--- src/rtl/sgt_pkg.sv ---
// shared types and constants for the sobel gradient threshold block
`default_nettype none
package sgt_pkg;

  localparam int PIXEL_W = 8;
  localparam int GRAD_W = 11;
  localparam int COORD_W = 11;
  localparam int WIDTH_REG_W = 12;
  localparam int CFG_DATA_W = 32;
  localparam int CFG_ADDR_W = 3;
  localparam int OUT_DATA_W = 40;

  localparam logic [WIDTH_REG_W-1:0] WIDTH_RESET = 12'd640;
  localparam logic [GRAD_W-1:0] THRESH_RESET = 11'd0;

  // register index, taken from paddr[2]
  localparam logic REG_IMAGE_WIDTH = 1'b0;
  localparam logic REG_THRESHOLD = 1'b1;

  // item kind on the input side
  localparam logic KIND_PIXEL = 1'b0;
  localparam logic KIND_PAD = 1'b1;

  typedef struct packed {
    logic [PIXEL_W-1:0] t;
    logic [PIXEL_W-1:0] m;
    logic [PIXEL_W-1:0] b;
  } col3_t;

  typedef struct packed {
    logic [WIDTH_REG_W-1:0] image_width;
    logic [GRAD_W-1:0] gradient_threshold;
  } cfg_t;

  typedef struct packed {
    logic [GRAD_W-1:0] gradient;
    logic [COORD_W-1:0] column;
    logic [COORD_W-1:0] row;
    logic last_in_run;
    logic frame_done;
  } res_t;

endpackage
`default_nettype wire

--- src/rtl/sgt_regs.sv ---
// apb configuration registers
`default_nettype none
module sgt_regs (
  input  wire logic                             clk,
  input  wire logic                             rst,
  input  wire logic                             psel,
  input  wire logic                             penable,
  input  wire logic                             pwrite,
  input  wire logic [sgt_pkg::CFG_ADDR_W-1:0]   paddr,
  input  wire logic [sgt_pkg::CFG_DATA_W-1:0]   pwdata,
  output logic      [sgt_pkg::CFG_DATA_W-1:0]   prdata,
  output logic                                  pready,
  output sgt_pkg::cfg_t                         cfg
);
  import sgt_pkg::*;

  logic wr_en;

  assign pready = 1'b1;
  assign wr_en = psel && penable && pwrite && pready;

  always_ff @(posedge clk) begin
    if (rst) begin
      cfg.image_width <= WIDTH_RESET;
      cfg.gradient_threshold <= THRESH_RESET;
    end else if (wr_en) begin
      case (paddr[2])
        REG_IMAGE_WIDTH: cfg.image_width <= pwdata[WIDTH_REG_W-1:0];
        REG_THRESHOLD:   cfg.gradient_threshold <= pwdata[GRAD_W-1:0];
        default: ;
      endcase
    end
  end

  always_comb begin
    case (paddr[2])
      REG_IMAGE_WIDTH: prdata = CFG_DATA_W'(cfg.image_width);
      REG_THRESHOLD:   prdata = CFG_DATA_W'(cfg.gradient_threshold);
      default:         prdata = '0;
    endcase
  end

endmodule
`default_nettype wire

--- config.mk ---
export PLATFORM = sky130hd
export DESIGN_NAME = sgt_regs
export DESIGN_NICKNAME = d
export VERILOG_FILES = /design/src/rtl/sgt_pkg.sv /design/src/rtl/sgt_regs.sv
export SDC_FILE = /design/constraint.sdc
export NUM_CORES = 1
export LEC_CHECK = 0
export BUFFER_PORTS_ARGS = -buffer_cell sky130_fd_sc_hd__buf_2
export CORE_MARGIN = 2
export CORE_UTILIZATION = 43
export CTS_CLUSTER_SIZE = 16
export DETAILED_ROUTE_END_ITERATION = 10
export PLACE_DENSITY = 0.82
export SLEW_MARGIN = 40
export SYNTH_ARGS = -nofsm -noshare
export SYNTH_HDL_FRONTEND = slang
export SYNTH_SLANG_ARGS = --single-unit
--- constraint.sdc ---
create_clock -name clk -period 1.65 [get_ports clk]
set_input_delay 0.33 -clock clk [delete_from_list [all_inputs] [get_ports clk]]
set_output_delay 0.33 -clock clk [all_outputs]
set_load 0.02 [all_outputs]
==> results.md <==
* CTS tree: done
* Final setup fails at 0
* Top reg by flops: cfg
* CTS root buf: clkbuf_4
* Most common cell in the netlist: nand2b_1
* Final min period at ~1.5 ns
* Worst path cell trace: buf_2 -> mux2_2 -> buf_2
* CTS Buf Count at 3
* Hold Path Depth at 3
* Worst EP required at approximately 1.3 ns
* Final Util at roughly 53%
* Largest regs: cfg: 23 flops
* Core Footprint at around 2800 um^2
* WL per Instance at 11.38 um
* DRC at 6
* Async SR Flop Fraction at 0%
* PortBufs at 52
* Die width at between 50 and 60 um
* Flop and latch count out of synthesis at 23
* I/O pins at 96
* VDD IR max at 336.3 uV
* Synthesized area at between 1000 and 1500 um^2
* Vias per cell at between 4 and 5
* GRT Total Usage at 14.20%
* Worst flop-to-flop path startpoint: cfg[17]$_SDFFE_PP0P_
* CP arrival at ~1.2 ns
* Yosys warns at 0
* Die H at around 60 um
* Avg Cell Area, Syn at ~10 um^2
* Reg-to-Reg End: cfg[17]$_SDFFE_PP0P_
* Inst Count DP at between 200 and 250
* Crit path kind: input pin to primary output
* Fill count at roughly 270
* Max Cap Violations at 0
* Final ANT Viol Nets at 0
* Synth top area share at a little over a third
* Worst Skew at 0 ns
* DP HPWL at around 1700 um
* Final Non-Filler Cells at between 200 and 250
* Buffer and inverter count on the worst path at 2
* Total power at 1.017 mW
* CP Capture Type: primary output
* Dpl ws at about 0.11 ns
* Final worst path period share at 92.73%
* R2R depth at 2
* Ranking of synthesized cells by area: dfxtp_1, mux2i_1, nand2b_1
* First-pass GRT wire length at ~3800 um
* Crit start category: input pin
* Routed vias at between 900 and 1000
* Row cnt at 19
* Drt initial violations at 35
* Hold path startpoint: pwdata[11]
* WHS Endpoint: cfg[22]$_SDFFE_PP0P_
* Register share of total power at roughly 57%
* Clk_lat worst skew at approximately 0.3 ns
* Largest area contributor in the netlist: dfxtp_1
* Status: finished, violations left
* WL final at 2367 um
* Max FFs per register at 23
* Area delta synth->final at 15.25%
* Routability Congestion at ~0.65
* DRT Pass-1 Iters at 7
* P_int at 0.7294 mW
* Vias in the first global route at approximately 860
* Hold WC Path Type: input pin to flip-flop
* Share of layout cells above drive strength 1 at between 30% and 40%
* CTS Hold Buffers Added at 0
* FF/Latch Area at ~460 um^2
* Clock slew at reported path FFs at between 0.1 and 0.15 ns
* Pins Over Slew Limit at 0
* Max frequency at roughly 0.65 GHz
* Largest net degree at the start of global routing at 38
* R2r setup slk at approximately 1.0 ns
* Initial antenna violation count at 0
* Post-synth top cells: nand2b_1, dfxtp_1, mux2i_1, buf_4, mux2_2
* Post-CTS Resized at 0
* Hold slack final at around 0.28 ns
* CP delay by family, top: buffers and inverters
* CTS max path bufs at 2
* Sw frac at 28.27%
* Post-synthesis cell type count at 15
* Final TNS setup at 0 ns
* RSZ-0062 raised after global routing: no
* Area of the multi-input gates at between 700 and 800 um^2
* Logic gate share of total power at a little under a fifth
* # diodes at 0
* Setup Fix Bufs, Post-CTS at 0
* Final Cell Area at 1494 um^2
* Largest fanout on the critical path at 16
* Most frequent CP cell: buf_2
* PwrDens at a little under 700 nW/um^2
* Die area at 3470 um^2
* Nets at between 200 and 250
* Crit path setup slack, layout at approximately 0.12 ns
* Syn Inst Count at 130
* Leakage at 0.7798 nW
* Net Sw Power at approximately 0.29 mW
* Clock share of power at between 20 and 25%
* Largest stage delay, worst path at approximately 0.38 ns
* Violated checks: design-rule violations
* Final Hold Vio Count at 0
* Sink Count at 23
* GR Overflow Total at 0
* # H-tree levels at 1
* Register area share after synthesis at around 36%
* Placed cell areas at 1468 um^2
* Ys flop type: dfxtp_1
* Slowest stage cell, crit path: mux2_2
* Number of synthesized flops with an enable pin at 0
* Initial Util at a little under half
-- placed cells by master (no fill, tap or decap) --
cell | Yosys | layout
nor2_1 | 4 | 4
dfxtp_1 | 23 | 23
buf_4 | 21 | 1
nand2b_1 | 33 | 33
and4_1 | 1 | 1
clkbuf_4 | 0 | 3
buf_2 | 3 | 52
mux2_2 | 11 | 11
clkbuf_1 | 3 | 1
nand4b_1 | 1 | 1
nand4_2 | 1 | 1
nor2b_1 | 1 | 1
conb_1 | 2 | 21
and4b_1 | 1 | 1
mux2i_1 | 23 | 23
-- power by group through the flow --
stage               clock [mW]  sequential, mW  combinational (mW)
CTS                      0.272           0.576               0.189
global route             0.289           0.579               0.205
finish                   0.251           0.576               0.190
detailed placement           0           0.588               0.189
floorplan                    0           0.603               0.165
global placement             0           0.588               0.188
-- tightest hold or removal path, stage by stage --
cell and delay [ns]:
buf_2 0.09, nand2b_1 0.06, mux2i_1 0.06
-- worst max-delay path by stage --
| stage | from | end | slack, ns | depth (start not counted) |
|---|---|---|---|---|
| finish | paddr[2] | prdata[6] | 0.12 | 3 |
| global route | paddr[2] | prdata[3] | 0.06 | 3 |
| CTS | paddr[2] | prdata[6] | 0.12 | 3 |
| detailed placement | paddr[2] | prdata[6] | 0.11 | 3 |
| global placement | paddr[2] | prdata[6] | 0.12 | 3 |
| floorplan | paddr[2] | prdata[10] | 0.30 | 3 |
-- kinds of logic (layout without fill, tap and decap cells) --
group                  count (synthesis)  count (layout)  synth area share, %
and+or+nand+nor                       42              42                20.66
muxes                                 34              34                27.32
buffers and inverters                 29              57                15.93
DFF                                   23              23                35.52
other                                  2              21               0.5794
-- layer usage --
metal / up-vias / track usage, % / wire [um]
li1: 477 / - / -
met1: 435 / 17.17 / 1059
met2: 45 / 24.60 / 1123
met3: 0 / 3.297 / 184
met4: 0 / 4.870 / 0
met5: - / 0 / 0
-- final cells by class --
cell class / count / area share, %
tap: 31 / 2.596
multi-input combinational: 97 / 46.90
timing repair buffer: 53 / 17.92
sequential: 23 / 30.82
clock buffer: 4 / 1.759
No activity file was read; power rests on OpenSTA's default activity.
