--- src/rtl/sgt_pkg.sv ---
// shared types and constants for the sobel gradient threshold block
`default_nettype none
package sgt_pkg;

  localparam int PIXEL_W = 8;
  localparam int GRAD_W = 11;
  localparam int COORD_W = 11;
  localparam int WIDTH_REG_W = 12;
  localparam int CFG_DATA_W = 32;
  localparam int CFG_ADDR_W = 3;
  localparam int OUT_DATA_W = 40;

  localparam logic [WIDTH_REG_W-1:0] WIDTH_RESET = 12'd640;
  localparam logic [GRAD_W-1:0] THRESH_RESET = 11'd0;

  // register index, taken from paddr[2]
  localparam logic REG_IMAGE_WIDTH = 1'b0;
  localparam logic REG_THRESHOLD = 1'b1;

  // item kind on the input side
  localparam logic KIND_PIXEL = 1'b0;
  localparam logic KIND_PAD = 1'b1;

  typedef struct packed {
    logic [PIXEL_W-1:0] t;
    logic [PIXEL_W-1:0] m;
    logic [PIXEL_W-1:0] b;
  } col3_t;

  typedef struct packed {
    logic [WIDTH_REG_W-1:0] image_width;
    logic [GRAD_W-1:0] gradient_threshold;
  } cfg_t;

  typedef struct packed {
    logic [GRAD_W-1:0] gradient;
    logic [COORD_W-1:0] column;
    logic [COORD_W-1:0] row;
    logic last_in_run;
    logic frame_done;
  } res_t;

endpackage
`default_nettype wire

--- src/rtl/sgt_kernel.sv ---
// 3x3 sobel l1 magnitude with threshold
`default_nettype none
module sgt_kernel (
  input  wire sgt_pkg::col3_t                left,
  input  wire sgt_pkg::col3_t                center,
  input  wire sgt_pkg::col3_t                right,
  input  wire logic [sgt_pkg::GRAD_W-1:0]    threshold,
  output logic      [sgt_pkg::GRAD_W-1:0]    gradient
);
  import sgt_pkg::*;

  localparam int SW = PIXEL_W + 2;

  logic [SW-1:0] lsum, rsum, tsum, bsum;
  logic [SW-1:0] ax, ay;
  logic [GRAD_W-1:0] mag;

  always_comb begin
    lsum = SW'(left.t) + {1'b0, left.m, 1'b0} + SW'(left.b);
    rsum = SW'(right.t) + {1'b0, right.m, 1'b0} + SW'(right.b);
    tsum = SW'(left.t) + {1'b0, center.t, 1'b0} + SW'(right.t);
    bsum = SW'(left.b) + {1'b0, center.b, 1'b0} + SW'(right.b);
    ax = (lsum >= rsum) ? lsum - rsum : rsum - lsum;
    ay = (tsum >= bsum) ? tsum - bsum : bsum - tsum;
    mag = GRAD_W'(ax) + GRAD_W'(ay);
    gradient = (mag > threshold) ? mag : '0;
  end

endmodule
`default_nettype wire

--- config.mk ---
export PLATFORM = sky130hd
export DESIGN_NAME = sgt_kernel
export DESIGN_NICKNAME = d
export VERILOG_FILES = /design/src/rtl/sgt_pkg.sv /design/src/rtl/sgt_kernel.sv
export SDC_FILE = /design/constraint.sdc
export NUM_CORES = 1
export LEC_CHECK = 0
export BUFFER_PORTS_ARGS = -buffer_cell sky130_fd_sc_hd__buf_2
export CAP_MARGIN = 0
export CORE_MARGIN = 4
export CORE_UTILIZATION = 60
export DETAILED_ROUTE_END_ITERATION = 10
export PLACE_DENSITY = 0.89
export SETUP_SLACK_MARGIN = 0.15
export SYNTH_ARGS = -nofsm -noshare
export SYNTH_HDL_FRONTEND = slang
export SYNTH_SLANG_ARGS = --single-unit
--- constraint.sdc ---
create_clock -name vclk -period 29
set_input_delay 5.8 -clock vclk [all_inputs]
set_output_delay 5.8 -clock vclk [all_outputs]
set_load 0.01 [all_outputs]
==> impl_metrics.tcl, run 1 <==
set metrics [dict create \
    fp.dieW_um 92.1 \
    worstSetupPathType "primary input to primary output" \
    cpMostUsedCell "a21oi_1" \
    syn_avg_cell_area_sq_um 8.29 \
    coreArea_sq_um 6830 \
    avgViaCountPerCell 5.61 \
    worst-endpoint-arrival_ns 12.76 \
    rsz0062_at_grt "false" \
    layout-drive-gt1-share_pct 16.5 \
    final-setup-viol-count 0 \
    yosysSeqAreaShare_pct 0 \
    regArea_sq_um 0 \
    drt-pass1-iter-count 5 \
    place_hpwl_um 9400 \
    crit_fanout 9 \
    synthCells 512 \
    place_area_sq_um 4740 \
    post_cts_buffers 0 \
    io_buffers 86 \
    cp-end-kind "primary output" \
    grt.total_usage_pct 25.2 \
    grt-ovfl-total 0 \
    floorplan.initialDensity_pct 62.1 \
    final_common_cell "ha_1" \
    tns_ns 0 \
    drc 0 \
    area_growth_syn_to_layout_pct 11.6 \
    drtAntennaViolNets 0 \
    final-max-slew-violation-count 0 \
    drt_iter0_drc 233 \
    rows 30 \
    cap_viol_max_count 0 \
    globalplace.congestion 0.947 \
    critPathMaxStageDelay_ns 0.54 \
    synth_nets 727 \
    layout_min_cycle_time_ns 18.56 \
    seq_cell_count 0 \
    die_area_sq_um 8480 \
    hold_path.class "primary input to primary output" \
    grt_pass1_wl_um 17700 \
    cp.required_ns 23.20 \
    clock_buffers 0 \
    post_cts_resized 0 \
    status "finished clean" \
    crit_path_start_kind "primary input" \
    syn_area_sq_um 4240 \
    wl_um 10300 \
    synth.distinct_cells 43 \
    max-slew-margin-rel_pct 60.4 \
    dieHeight_um 92.1 \
    wl_per_cell_um 15.1 \
    fmax_mhz 53.9 \
    dr_total_vias 3837 \
    final.period_utilization_pct 64.0 \
    final_area_sq_um 4740 \
    final_cell_mix "95 x ha_1, 86 x buf_2, 82 x inv_1, 42 x a21oi_1, 37 x fa_1" \
    antennaDiodeCount 0 \
    slowest_stage "fa_1" \
    fillCellCount 586 \
    antenna_found_initial 0 \
    ios 94 \
    tightest_slew_ns 0.590 \
    yosys_warnings 0 \
    hold_violations 0 \
    grt_max_degree 10 \
    grt_pass1_vias 3917 \
    postCtsHoldBufs 0 \
    num-nets-final 805 \
]
-- critical path: cells and delay by family --
kind | cells | cell delay, ns
AO/OA/AOI/OAI | 12 | 2.79
XOR/XNOR | 2 | 0.39
adder cells (fa/ha/maj) | 6 | 2.34
buffers and inverters | 4 | 0.34
multiplexers | 1 | 0.42
AND/OR/NAND/NOR | 5 | 0.68
-- per-layer routing --
layer	track usage (%)	share of wire, %	up-vias
met1	31.4	43	1747
met5	0	0	-
met2	46.2	48	160
li1	-	-	1912
met4	5.57	2.5	0
met3	2.79	6.6	18
-- area by class of cell --
class	instances	area [sq um]	share of cell area, %
Multi-Input combinational cell	420	3880	81.9
Inverter	82	308	6.50
Tap cell	96	120	2.54
Timing Repair Buffer	86	430	9.09
-- cell usage after synthesis, types with 2 or more instances --
master     n  area, sq um
nand2b_1   6         37.5
a221oi_1   2         17.5
o21ai_1    3         15.0
o21ai_0   22          110
mux2i_1   14          140
xnor2_1   28          245
nor2_1    25         93.8
o22ai_1    5         31.3
o311a_1    2         20.0
o211ai_1   6         45.0
nand3_1    5         25.0
fa_1      37          741
buf_2      8         40.0
a21oi_2    2         17.5
a31oi_1    5         31.3
o21a_1     6         45.0
nor3_1     4         20.0
nand2_1   17         63.8
a21oi_1   42          210
a2111o_1   2         22.5
ha_1      95         1190
inv_1     82          308
nand4_1    5         31.3
nor2b_1   10         62.6
a21o_1    32          240
o21bai_1   3         22.5
xor2_1    26          228
a21oi_4    2         32.5
mux2_2     2         22.5
-- cells by family after synthesis --
group / share of synthesized area [%]
multiplexers: 3.83
AO/OA/AOI/OAI: 22.5
adder cells (fa/ha/maj): 45.5
XOR/XNOR: 11.1
AND/OR/NAND/NOR: 8.40
buffers and inverters: 8.64
-- final timing paths --
kind,from,to,slack [ns],cells after the start
max,left[17],gradient[6],10.44,30
min,threshold[10],gradient[9],12.25,5
-- per-stage QoR --
stage,worst slack [ns],instances,utilization [%],hold slack [ns]
after global placement,10.67,684,69.3,12.24
after floorplan,11.47,512,-,12.01
after detailed placement,10.48,684,69.3,12.23
after global routing,9.78,684,69.3,12.29
after CTS,10.46,684,69.3,12.25
final,10.44,684,69.3,12.25
Power of run 1 is not shown: default switching activity piles up to over one toggle a cycle in this logic, so the estimate is an artifact.
==> run 2: changes to the inputs <==
- CORE_UTILIZATION: 60 -> 59
- PLACE_DENSITY: 0.89 -> 0.88
- clock period: 29 -> 19.3 ns (I/O delays scaled with it)
==> impl_metrics.tcl, run 2 (synthesis gave the netlist of run 1 again) <==
set metrics [dict create \
    antenna_found_initial 0 \
    place_area_sq_um 4740 \
    globalplace.congestion 0.953 \
    critical_path_depth 30 \
    ios 94 \
    antennaDiodeCount 0 \
    wl_per_cell_um 15.1 \
    critPathMaxStageDelay_ns 0.55 \
    cpMostUsedCell "a21oi_1" \
    multi_input_comb_area_sq_um 3880 \
    grt_pass1_wl_um 17500 \
    io_buffers 86 \
    detailedPlace.worstSlack_ns 4.60 \
    crit_fanout 9 \
    drc 0 \
    crit_path_start_kind "primary input" \
    tightest_slew_ns 0.570 \
    final-max-slew-violation-count 0 \
    hold_violations 0 \
    drt_iter0_drc 230 \
    final.period_utilization_pct 76.4 \
    status "finished clean" \
    tns_ns 0 \
    post_cts_resized 0 \
    hold_path.class "primary input to primary output" \
    final-setup-viol-count 0 \
    crit_family "compound AO/OA/AOI/OAI gates" \
    cp-end-kind "primary output" \
    regArea_sq_um 0 \
    grt_max_degree 10 \
    clock_buffers 0 \
    postCtsHoldBufs 0 \
    drtAntennaViolNets 0 \
    dr_total_vias 3795 \
    grt.total_usage_pct 24.3 \
    area_growth_syn_to_layout_pct 11.6 \
    die_area_sq_um 8610 \
    max-slew-margin-rel_pct 61.8 \
    drt-pass1-iter-count 4 \
    final_area_sq_um 4740 \
    layout-drive-gt1-share_pct 16.5 \
    fp.dieW_um 92.8 \
    rsz0062_at_grt "false" \
    post_cts_buffers 0 \
    final_common_cell "ha_1" \
    slowest_stage "fa_1" \
    path_buf_inv 4 \
    worst-endpoint-arrival_ns 10.88 \
    cp-endpoint "gradient[2]" \
    coreArea_sq_um 6910 \
    avgViaCountPerCell 5.55 \
    cap_viol_max_count 0 \
    crit_start "left[17]" \
    num-nets-final 805 \
    cp.required_ns 15.44 \
    seq_cell_count 0 \
    place_hpwl_um 9560 \
    worstHoldStart "threshold[10]" \
    wl_um 10300 \
    fmax_mhz 67.8 \
    rows 30 \
    grt-ovfl-total 0 \
    worstSetupPathType "primary input to primary output" \
    floorplan.initialDensity_pct 61.4 \
    grt_pass1_vias 3976 \
    dieHeight_um 92.8 \
    fillCellCount 602 \
    final_cell_mix "95 x ha_1, 86 x buf_2, 82 x inv_1, 42 x a21oi_1, 37 x fa_1" \
    setup_ws_ns 4.56 \
    layout_min_cycle_time_ns 14.74 \
]
-- run 2: cell counts in the layout (fill, tap and decap cells not counted) --
No cell type changed its count.
-- run 2: metal layers --
layer | vias to the layer above | wire (um) | track usage, %
met4 | 0 | 133 | 3.17
li1 | 1915 | - | -
met5 | - | 0 | 0
met2 | 139 | 5110 | 46.6
met3 | 12 | 789 | 2.52
met1 | 1729 | 4260 | 29.8
-- run 2: worst min-delay path by stage --
stage                  end  slack [ns]  cells after the start
6_report       gradient[9]        8.37                      5
5_1_grt        gradient[9]        8.40                      5
4_1_cts        gradient[9]        8.36                      5
3_5_place_dp   gradient[9]        8.36                      5
3_3_place_gp   gradient[7]        8.35                      5
2_1_floorplan  gradient[7]        8.13                      3
-- run 2: through the flow --
stage	hold slack, ns	util (%)	instances
6_report	8.37	68.6	684
5_1_grt	8.40	68.6	684
4_1_cts	8.36	68.6	684
3_5_place_dp	8.36	68.6	684
3_3_place_gp	8.35	68.6	684
2_1_floorplan	8.13	-	512
-- run 2: cell type report --
type / count / area share (%)
multi-input combinational: 420 / 81.9
timing repair buffer: 86 / 9.09
inverter: 82 / 6.50
tap: 96 / 2.54
-- run 2: tightest hold or removal path: stages --
cell	delay [ns]
buf_2	0.10
inv_1	0.05
ha_1	0.19
o311a_1	0.18
buf_2	0.13
Power of run 2 is left out for the same reason.
